$ cat src/rtl/boe_pkg.sv
// Shared types and constants for the bounded ordered list engine.
// Depends on nothing; used by boe_cell and bounded_ordered_list_engine.
package boe_pkg;

    localparam int CAPACITY = 16;
    localparam int IDX_W    = (CAPACITY > 1) ? $clog2(CAPACITY) : 1;
    localparam int CNT_W    = $clog2(CAPACITY + 1);

    // Request modes.
    localparam logic [2:0] MODE_INSERT_FRONT = 3'd0;
    localparam logic [2:0] MODE_REMOVE_FRONT = 3'd1;
    localparam logic [2:0] MODE_SEARCH       = 3'd2;
    localparam logic [2:0] MODE_REMOVE_VALUE = 3'd3;
    localparam logic [2:0] MODE_REMOVE_LAST  = 3'd4;

    // Result status codes.
    localparam logic [1:0] ST_DONE      = 2'd0;
    localparam logic [1:0] ST_EMPTY     = 2'd1;
    localparam logic [1:0] ST_NOT_FOUND = 2'd2;
    localparam logic [1:0] ST_FULL      = 2'd3;

    // Cell operations broadcast along the chain.
    localparam logic [1:0] CELL_HOLD      = 2'd0;
    localparam logic [1:0] CELL_SHIFT_IN  = 2'd1;
    localparam logic [1:0] CELL_SHIFT_OUT = 2'd2;
    localparam logic [1:0] CELL_DEL_MATCH = 2'd3;

    typedef struct packed {
        logic        [2:0]  mode;
        logic signed [31:0] value;
    } req_t;

    typedef struct packed {
        logic [1:0] status;
        logic [3:0] found_position;
        logic [4:0] entry_count;
        logic       list_empty;
    } rsp_t;

    typedef struct packed {
        logic        [1:0]  op;
        logic signed [31:0] value;
    } cell_cmd_t;

endpackage

$ cat src/rtl/boe_cell.sv
// One list cell: holds a single entry, compares it to the broadcast value and
// shifts toward either neighbor. Depends on boe_pkg.
module boe_cell (
    input  logic                      aclk,
    input  boe_pkg::cell_cmd_t        cmd,
    input  logic signed [31:0]        left_data,
    input  logic signed [31:0]        right_data,
    input  logic                      occupied,
    input  logic                      seen_in,
    output logic signed [31:0]        entry,
    output logic                      seen_out,
    output logic                      hit
);

    logic signed [31:0] entry_reg;
    logic signed [31:0] entry_next;
    logic               match;

    assign match    = occupied && (entry_reg == cmd.value);
    assign hit      = match && !seen_in;
    assign seen_out = seen_in || match;
    assign entry    = entry_reg;

    always_comb begin
        entry_next = entry_reg;
        case (cmd.op)
            boe_pkg::CELL_SHIFT_IN:  entry_next = left_data;
            boe_pkg::CELL_SHIFT_OUT: entry_next = right_data;
            boe_pkg::CELL_DEL_MATCH: begin
                // Cells at or behind the first match close the gap.
                if (seen_out) begin
                    entry_next = right_data;
                end
            end
            default: entry_next = entry_reg;
        endcase
    end

    always_ff @(posedge aclk) begin
        entry_reg <= entry_next;
    end

endmodule

$ cat src/rtl/bounded_ordered_list_engine.sv
// Top level of the bounded ordered list engine: request register, cell chain
// control, occupancy count and result register. Depends on boe_pkg, boe_cell.
//
// The engine keeps an ordered list of up to CAPACITY signed 32-bit values with
// position 0 at the front, held in a row of cells that each own one entry. A
// request beat is taken into a request register and executed once the result
// register is free or draining, when every cell compares its entry against the
// request value and shifts toward a neighbor at once; the result beat is registered
// in the result register and offered from there. A new request is accepted in every
// cycle as long as results are taken, so the sustained rate is one beat per cycle,
// and the request register lets one more request in while a result waits. The
// execute cycle's length is set by the first-match flag that ripples through all
// cells. Inserting into a full list reports status full, and any removal or search
// on an empty list reports status empty; both leave the list unchanged. Unused mode
// codes change nothing and report done. Found position keeps only its low bits when
// CAPACITY exceeds sixteen, and entry count when CAPACITY exceeds thirty-one.
module bounded_ordered_list_engine (
    input  logic          aclk,
    input  logic          aresetn,
    input  logic          s_valid,
    output logic          s_ready,
    input  boe_pkg::req_t s_req,
    output logic          m_valid,
    input  logic          m_ready,
    output boe_pkg::rsp_t m_rsp
);

    localparam int CAP   = boe_pkg::CAPACITY;
    localparam int IDX_W = boe_pkg::IDX_W;
    localparam int CNT_W = boe_pkg::CNT_W;

    localparam logic [CNT_W-1:0] FULL_COUNT = CNT_W'(CAP);

    // Request stage.
    boe_pkg::req_t    req_reg;
    logic             req_valid_reg;
    logic             req_valid_next;

    // Result stage.
    boe_pkg::rsp_t    rsp_reg;
    boe_pkg::rsp_t    rsp_next;
    logic             m_valid_reg;
    logic             m_valid_next;

    // Occupancy.
    logic [CNT_W-1:0] count_reg;
    logic [CNT_W-1:0] count_next;

    logic             exec;
    logic             list_is_empty;
    logic             list_is_full;
    logic             any_hit;
    logic [IDX_W-1:0] hit_pos;
    logic [1:0]       cell_op;
    logic [1:0]       status;
    logic [IDX_W-1:0] report_pos;

    boe_pkg::cell_cmd_t cmd;

    logic signed [31:0] cell_entry [CAP];
    logic               cell_hit   [CAP];
    logic               seen       [CAP+1];

    // The request is executed when the result register is free or draining.
    assign exec    = req_valid_reg && (!m_valid_reg || m_ready);
    assign s_ready = !req_valid_reg || exec;
    assign m_valid = m_valid_reg;
    assign m_rsp   = rsp_reg;

    assign list_is_empty = (count_reg == '0);
    assign list_is_full  = (count_reg == FULL_COUNT);

    assign cmd.op    = exec ? cell_op : boe_pkg::CELL_HOLD;
    assign cmd.value = req_reg.value;

    // The cell chain. The first-match flag enters at the front and ripples back.
    assign seen[0] = 1'b0;

    for (genvar i = 0; i < CAP; i++) begin : g_cell
        localparam logic [CNT_W-1:0] CELL_IDX = CNT_W'(i);

        logic signed [31:0] left_data;
        logic signed [31:0] right_data;

        if (i == 0) begin : g_front
            assign left_data = req_reg.value;
        end else begin : g_inner_left
            assign left_data = cell_entry[i-1];
        end

        if (i == CAP - 1) begin : g_back
            assign right_data = cell_entry[i];
        end else begin : g_inner_right
            assign right_data = cell_entry[i+1];
        end

        boe_cell u_cell (
            .aclk       (aclk),
            .cmd        (cmd),
            .left_data  (left_data),
            .right_data (right_data),
            .occupied   (CELL_IDX < count_reg),
            .seen_in    (seen[i]),
            .entry      (cell_entry[i]),
            .seen_out   (seen[i+1]),
            .hit        (cell_hit[i])
        );
    end

    assign any_hit = seen[CAP];

    // At most one cell flags the first match, so its index is an OR of all.
    always_comb begin
        hit_pos = '0;
        for (int i = 0; i < CAP; i++) begin
            if (cell_hit[i]) begin
                hit_pos = hit_pos | IDX_W'(i);
            end
        end
    end

    // Request decode.
    always_comb begin
        cell_op    = boe_pkg::CELL_HOLD;
        status     = boe_pkg::ST_DONE;
        report_pos = '0;
        count_next = count_reg;
        unique case (req_reg.mode)
            boe_pkg::MODE_INSERT_FRONT: begin
                if (list_is_full) begin
                    status = boe_pkg::ST_FULL;
                end else begin
                    cell_op    = boe_pkg::CELL_SHIFT_IN;
                    count_next = count_reg + 1'b1;
                end
            end
            boe_pkg::MODE_REMOVE_FRONT: begin
                if (list_is_empty) begin
                    status = boe_pkg::ST_EMPTY;
                end else begin
                    cell_op    = boe_pkg::CELL_SHIFT_OUT;
                    count_next = count_reg - 1'b1;
                end
            end
            boe_pkg::MODE_SEARCH: begin
                if (list_is_empty) begin
                    status = boe_pkg::ST_EMPTY;
                end else if (!any_hit) begin
                    status = boe_pkg::ST_NOT_FOUND;
                end else begin
                    report_pos = hit_pos;
                end
            end
            boe_pkg::MODE_REMOVE_VALUE: begin
                if (list_is_empty) begin
                    status = boe_pkg::ST_EMPTY;
                end else if (!any_hit) begin
                    status = boe_pkg::ST_NOT_FOUND;
                end else begin
                    cell_op    = boe_pkg::CELL_DEL_MATCH;
                    count_next = count_reg - 1'b1;
                end
            end
            boe_pkg::MODE_REMOVE_LAST: begin
                // Dropping the back entry only shortens the count.
                if (list_is_empty) begin
                    status = boe_pkg::ST_EMPTY;
                end else begin
                    count_next = count_reg - 1'b1;
                end
            end
            default: begin
                status = boe_pkg::ST_DONE;
            end
        endcase
    end

    always_comb begin
        rsp_next.status         = status;
        rsp_next.found_position = 4'(report_pos);
        rsp_next.entry_count    = 5'(count_next);
        rsp_next.list_empty     = (count_next == '0);
    end

    always_comb begin
        req_valid_next = req_valid_reg;
        if (s_valid && s_ready) begin
            req_valid_next = 1'b1;
        end else if (exec) begin
            req_valid_next = 1'b0;
        end

        m_valid_next = m_valid_reg;
        if (exec) begin
            m_valid_next = 1'b1;
        end else if (m_ready) begin
            m_valid_next = 1'b0;
        end
    end

    always_ff @(posedge aclk) begin
        if (!aresetn) begin
            req_valid_reg <= 1'b0;
            m_valid_reg   <= 1'b0;
            count_reg     <= '0;
        end else begin
            req_valid_reg <= req_valid_next;
            m_valid_reg   <= m_valid_next;
            if (exec) begin
                count_reg <= count_next;
            end
        end
    end

    always_ff @(posedge aclk) begin
        if (s_valid && s_ready) begin
            req_reg <= s_req;
        end
        if (exec) begin
            rsp_reg <= rsp_next;
        end
    end

endmodule

$ cat config.mk
export PLATFORM = sky130hd
export DESIGN_NAME = bounded_ordered_list_engine
export DESIGN_NICKNAME = d
export VERILOG_FILES = /design/src/rtl/boe_pkg.sv /design/src/rtl/boe_cell.sv /design/src/rtl/bounded_ordered_list_engine.sv
export SDC_FILE = /design/constraint.sdc
export NUM_CORES = 1
export LEC_CHECK = 0
export ABC_AREA = 0
export ABC_CLOCK_PERIOD_IN_PS = 4500
export BUFFER_PORTS_ARGS = -buffer_cell sky130_fd_sc_hd__buf_2
export CAP_MARGIN = 5
export CORE_MARGIN = 4
export CORE_UTILIZATION = 35
export CTS_CLUSTER_SIZE = 16
export DETAILED_ROUTE_END_ITERATION = 12
export GPL_ROUTABILITY_DRIVEN = 0
export GPL_TIMING_DRIVEN = 0
export PLACE_DENSITY = 0.55
export SLEW_MARGIN = 25
export SYNTH_ARGS = -nofsm -noshare
export SYNTH_HDL_FRONTEND = slang
export SYNTH_SLANG_ARGS = --single-unit
$ cat constraint.sdc
create_clock -name aclk -period 4.5 [get_ports aclk]
set_clock_uncertainty 0.2 [all_clocks]
set_input_delay 0 -clock aclk [delete_from_list [all_inputs] [get_ports aclk]]
set_output_delay 0 -clock aclk [all_outputs]
set_load 0.05 [all_outputs]
# Yosys cells after proc, flatten, opt, wreduce, memory -nomap -nowiden
# Cells that the tools add are included.
[word_totals]
elab_cells = 240
output_inout_bits = 14
in_bits = 39
register_bits = 566
[op_classes]
add_sub_neg = 2
n_lt_le_gt_ge = 16
mux = 65
n_eq_ne = 39
n_bitwise = 2
n_reduce_logical = 91
[ops]
columns = ["op", "n"]
rows = [
  ["32-bit case mux with 3 select lines", 15],
  ["32-bit equality test", 16],
  ["32-bit two-way mux", 15],
  ["4-bit by 5-bit less-than comparator with 1-bit output, first input constant", 8],
  ["1-bit logical AND", 33],
  ["4-bit two-way mux", 8],
  ["2-bit by 1-bit != test with 1-bit output, second input constant", 15],
  ["2-bit AND reduction", 15],
  ["3-bit by 5-bit less-than comparator with 1-bit output, first input constant", 4],
  ["5-bit two-way mux", 4],
  ["2-bit two-way mux", 9],
  ["1-bit logical NOT", 17],
  ["1-bit logical OR", 17],
  ["5-bit case mux with 3 select lines", 1],
  ["3-bit two-way mux", 4],
  ["2-bit case mux with 3 select lines", 2],
  ["5-bit logical NOT", 2],
  ["1-bit by 5-bit less-than comparator with 1-bit output, first input constant", 2],
  ["2-bit by 5-bit less-than comparator with 1-bit output, first input constant", 2],
  ["1-bit two-way mux", 7],
  ["3-bit by 2-bit equality test with 1-bit output, second input constant", 2],
  ["5-bit by 1-bit adder with 5-bit output, second input constant", 1],
  ["5-bit equality test, second input constant", 1],
  ["5-bit by 1-bit subtractor with 5-bit output, second input constant", 1],
  ["10 further kinds", 14],
]

# Depth between registers and ports, before layout
[depth]
word_depth = 24
mapped_depth = 13

# Modules after synthesis
# From an unflattened synthesis, not the netlist that was laid out.
[unflattened]
hier_cells = 2200
hier_area_um2 = 30932.2
[modules_own_cells]
columns = ["mod", "area_each_um2", "instances", "seq_area_each_um2", "cells_per_inst"]
rows = [
  ["boe_cell (g_cell[10].u_cell ...)", 1780.5, 12, 960.9, 127],
  ["boe_cell (g_cell[0].u_cell ...)", 1770.4, 4, 960.9, 120],
  ["bounded_ordered_list_engine", 2484.9, 1, 1551.5, 196],
]

# Worst setup path before layout
# Ideal clock, no wire load.
[synth_path]
path_type = "reg-to-reg"
start = "register req_reg, in the netlist g_cell[0].left_data[1]"
end = "register g_cell[9].u_cell.entry_reg[0] (enable)"
slack_ps = -330
t_required_ps = 3859
path_buffers = 3
path_stages_with_launch = 13
arrival_ps = 4189
period_less_slack_ps = 4830
path_cell_list = "edfxtp_1 -> buf_2 -> buf_2 -> xor2_1 -> nor3_1 -> nor4b_1 -> nand4_1 -> nand4_1 -> nor4_4 -> nor2_1 -> and2_1 -> clkbuf_1 -> a31oi_1"
[synth_via]
elab_chain_cells = 24
elab_cells_between_ends = 57
[synth_lines]
columns = ["item", "line", "source"]
rows = [
  ["start, declared", "bounded_ordered_list_engine.sv:35", "boe_pkg::req_t req_reg;"],
  ["start signal, assigned", "bounded_ordered_list_engine.sv:217", "req_reg <= s_req;"],
  ["32-bit equality test", "boe_cell.sv:19", "assign match = occupied && (entry_reg == cmd.value);"],
  ["1-bit logical AND", "boe_cell.sv:19", ""],
  ["1-bit logical OR (15 in series)", "boe_cell.sv:21", "assign seen_out = seen_in || match;"],
  ["2-bit two-way mux", "bounded_ordered_list_engine.sv:157", "end else if (!any_hit) begin"],
  ["2-bit two-way mux", "bounded_ordered_list_engine.sv:155", "if (list_is_empty) begin"],
  ["2-bit case mux with 3 select lines", "bounded_ordered_list_engine.sv:128", "unique case (req_reg.mode)"],
  ["2-bit two-way mux", "bounded_ordered_list_engine.sv:73", "assign cmd.op = exec ? cell_op : boe_pkg::CELL_HOLD;"],
  ["2-bit equality test, or another cell as far along", "boe_cell.sv:26", "case (cmd.op)"],
  ["2-bit by 1-bit != test with 1-bit output (no source line) / 3-bit nonzero test (equally long branches)", "-", ""],
  ["2-bit AND reduction (no source line) *", "-", ""],
  ["end signal, assigned", "boe_cell.sv:40", "entry_reg <= entry_next;"],
  ["end, declared", "boe_cell.sv:15", "logic signed [31:0] entry_reg;"],
]
# Mark *: on every way between the ends. The rest lies on a longest branch, timed or not.
# A chain may end at the register's enable or synchronous reset.

# Worst setup path in the final report
[layout_path]
start = "register req_reg, in the netlist g_cell[0].left_data[3]"
end = "register g_cell[6].u_cell.entry_reg[24], data pin"
[layout_via]
elab_chain_cells = 23
elab_cells_between_ends = 55
[layout_lines]
columns = ["item", "line", "source"]
rows = [
  ["32-bit equality test", "boe_cell.sv:19", ""],
  ["1-bit logical AND", "boe_cell.sv:19", ""],
  ["1-bit logical OR (14 in series)", "boe_cell.sv:21", ""],
  ["1-bit logical OR *", "boe_cell.sv:21", ""],
  ["2-bit two-way mux *", "bounded_ordered_list_engine.sv:157", ""],
  ["2-bit two-way mux *", "bounded_ordered_list_engine.sv:155", ""],
  ["2-bit case mux with 3 select lines *", "bounded_ordered_list_engine.sv:128", ""],
  ["2-bit two-way mux *", "bounded_ordered_list_engine.sv:73", ""],
  ["2-bit equality test, or another cell as far along", "boe_cell.sv:26", ""],
  ["32-bit case mux with 3 select lines *", "boe_cell.sv:26", ""],
  ["net g_cell[6].u_cell.entry_next[24]", "boe_cell.sv:16", "logic signed [31:0] entry_next;"],
  ["end signal, assigned", "boe_cell.sv:40", ""],
  ["end, declared", "boe_cell.sv:15", ""],
]
# Mark *: on every way through the listed nets, which the timed path passes. The rest lies on a longest branch.

==> metrics <==
core region area 85010 um^2; portion of the clock cycle consumed by the worst path in the final layout 1.003; pin count of the biggest net entering global routing 27; total placed cells including tap cells 3298; ratio of cells with drive above 1 in the final layout 0.2973; power density cells 336.6 nW/um^2; # DRC 0; CP max FO 10; Yosys warning total 0; clock tree from TritonCTS yes; worst-case vdd ir drop 0.1767 mV; CTS HTree Levels 3; flip-flop and latch count after synthesis 566; Die Height 300.6 um; detailed-routing iteration count for the pre-antenna-repair pass 5; setup repair after global routing missed its margin yes; clock latency on the worst-skew pair 0.61 ns; first-pass GRT wire length 146600 um; # port buffers 52; Finished Layout Cells 3549; number of antenna violations at the first check in global routing 0; nature of the critical path startpoint register; data required time at the worst endpoint 4.65 ns; CTS clock-pin slew for the worst setup and hold paths 0.06 ns; nets@finish 2397; nature of the critical path endpoint register; gr ovfl total 0; Cells after Synth 2077; setup-violating endpoint count in the final report 11; Initial Util 0.3525; antenna diode instance count 0; result of the run complete, but fails checks; Hold Worst Slack 0.07809 ns; clock tree buffer depth 3; synthesized area divided by synthesized cell count 14.43 um^2; overall die width 300.6 um; number of violations of the max-capacitance limit 0; Sink Count 566; Leakage 12.02 nW; summed instance area of the synthesized netlist 29970 um^2; number of nets with antenna violations after routing 0; shortest clock period the worst path allows after layout 4.513 ns; Die Outline Area 90370 um^2; number of placed I/O pins 53; Peak Freq 0.2216 GHz; min-delay worst type primary input to register; Sum Neg Setup Slack -0.06200 ns; Worst R2R Path Depth 13; Post-synth EDFFs 559; most used flip-flop cell after synthesis sky130_fd_sc_hd__edfxtp_1; violation count after the first detailed-routing iteration 2225; via count 19420; synthesized netlist net count 2120; final slew viol count 0; sequential area share after synthesis 0.5648; number of filler instances in the final layout 7642; Hold Path Stages 4; Core Rows 107; tightest slew margin relative to the limit 0.3134; Tot GR Track Use 0.2262; Worst Path Class, Setup register to register; hpwl dp 82020 um; measured slew at the worst slew-check pin 1.022 ns; vias in the first global route 19340; wire length after detailed routing 104700 um; final design utilization 0.4291; violated checks negative setup slack; worst endpoint data arrival time 4.66 ns; number of CTS-inserted buffers 67; fin worst setup slack -0.01285 ns; number of library cell types mapped by synthesis 59; number of vias per cell 5.471; cell types occupying the most area after synthesis sky130_fd_sc_hd__edfxtp_1, sky130_fd_sc_hd__mux2_2, sky130_fd_sc_hd__xnor2_1; Layout Area Growth over Synthesis 21.74%; Clock Tree Root sky130_fd_sc_hd__clkbuf_16; ys async rst share 0; max reg flops 512; area share of the leading cell type in the synthesized netlist 0.5601; number of hold violations in the final report 0; cell type with the largest total area after synthesis sky130_fd_sc_hd__edfxtp_1; mean routed wirelength per cell 29.50 um
[final cells by class]
cell class                      count  area (um^2)  share of cell area
Sequential cell                   566        16930              0.4640
Multi-Input combinational cell   1365        12920              0.3543
Timing Repair Buffer              209         2113             0.05793
Clock buffer                       84         1782             0.04884
Tap cell                         1144         1431             0.03924
Buffer                            132         1015             0.02781
Clock inverter                     36        241.5            0.006619
Inverter                           13        48.80            0.001338
[cells in the mapped netlist (all sizes together), types with 5 or more instances]
library cell    n
or4             7
nor4           63
nand2b          7
xor2          226
o21ai          15
mux2          480
nand4          83
nand3          23
buf           118
a21oi          31
nor3           25
a221oi          5
inv            12
xnor2         287
dfxtp           7
clkbuf         15
nand2          25
a31oi           7
edfxtp        559
nor2           25
and2            5
[worst paths after layout]
kind | slack [ns] | from | to
worst max-delay path | -0.01 | g_cell[0].left_data[3] | g_cell[6].u_cell.entry[24]
worst min-delay path | 0.08 | aresetn | count_reg[3]
worst max register to register | -0.01 | g_cell[0].left_data[3] | g_cell[6].u_cell.entry[24]
worst min register to register | 0.31 | g_cell[14].u_cell.entry[31] | g_cell[15].u_cell.entry[31]
[routing by layer]
metal  part of all wire  wire length, um  up-vias  global-route usage
met1               0.43            45260    10070              0.3176
met5                  0                0        -                   0
met4              0.021             2171        0             0.05221
li1                   -                -     8322                   -
met2               0.45            47320      906              0.3520
met3              0.095             9958      122             0.05926
[through the flow]
step	setup slack [ns]	instance area, um^2	total power [mW]
2_1_floorplan	-0.1750	29980	6.617
4_1_cts	0.002446	35700	12.30
3_5_place_dp	-1.131	32400	7.047
5_1_grt	-0.1468	36480	12.62
3_3_place_gp	-3.248	31670	7.020
6_report	-0.01285	36480	12.28
[worst max-delay path, cell delays in order, from the launching register on]
cell	delay (ns)
sky130_fd_sc_hd__edfxtp_1	0.36
sky130_fd_sc_hd__clkbuf_4	0.24
sky130_fd_sc_hd__xor2_1	0.25
sky130_fd_sc_hd__nor4_1	0.44
sky130_fd_sc_hd__nand4_1	0.30
sky130_fd_sc_hd__or3_1	0.57
sky130_fd_sc_hd__nand4_1	0.24
sky130_fd_sc_hd__nor4_4	0.11
sky130_fd_sc_hd__buf_12	0.14
sky130_fd_sc_hd__a2111oi_4	0.32
sky130_fd_sc_hd__buf_4	0.24
sky130_fd_sc_hd__clkbuf_4	0.23
sky130_fd_sc_hd__buf_4	0.24
sky130_fd_sc_hd__mux2_2	0.36
[what timing repair did]
action / in CTS / in global routing
buffers inserted: 19 / 36
gates resized for setup: 71 / 77
endpoints found under the hold margin: 75 / 0
pin swaps: 8 / 20
hold buffers: 77 / 0
setup endpoints to repair: 969 / 931
[layout by cell type (no fill, tap or decap), drive strengths merged, types with 3 or more instances in the layout]
cell / count
nor3: 25
ha: 4
nand2b: 7
nand2: 25
nand3: 23
xor2: 226
a21o: 3
o21ai: 15
and2: 5
a2111oi: 3
clkbuf: 111
a221oi: 5
nor2: 25
a21oi: 31
dfxtp: 7
a211oi: 3
nand4: 83
and3: 4
edfxtp: 559
buf: 237
inv: 17
nor2b: 3
clkinv: 30
or4: 7
nor4: 63
dlygate4sd3: 77
xnor2: 287
mux2: 480
a31oi: 7
[where the power goes]
| group | switching (mW) | internal, mW |
|---|---|---|
| clock | 2.25 | 2.93 |
| sequential | 0.0743 | 5.86 |
| combinational | 0.728 | 0.438 |
[logic make-up (layout without fill, tap and decap cells)]
group,Yosys count,count (layout),synth area share
flip-flops,566,566,0.5648
XOR/XNOR,513,513,0.1499
multiplexers,481,481,0.1807
AND/OR/NAND/NOR,278,278,0.05357
buffers and inverters,146,474,0.02956
AO/OA/AOI/OAI,89,89,0.01975
adder cells (fa/ha/maj),4,4,0.001670
(Power assumes the default switching activity.)
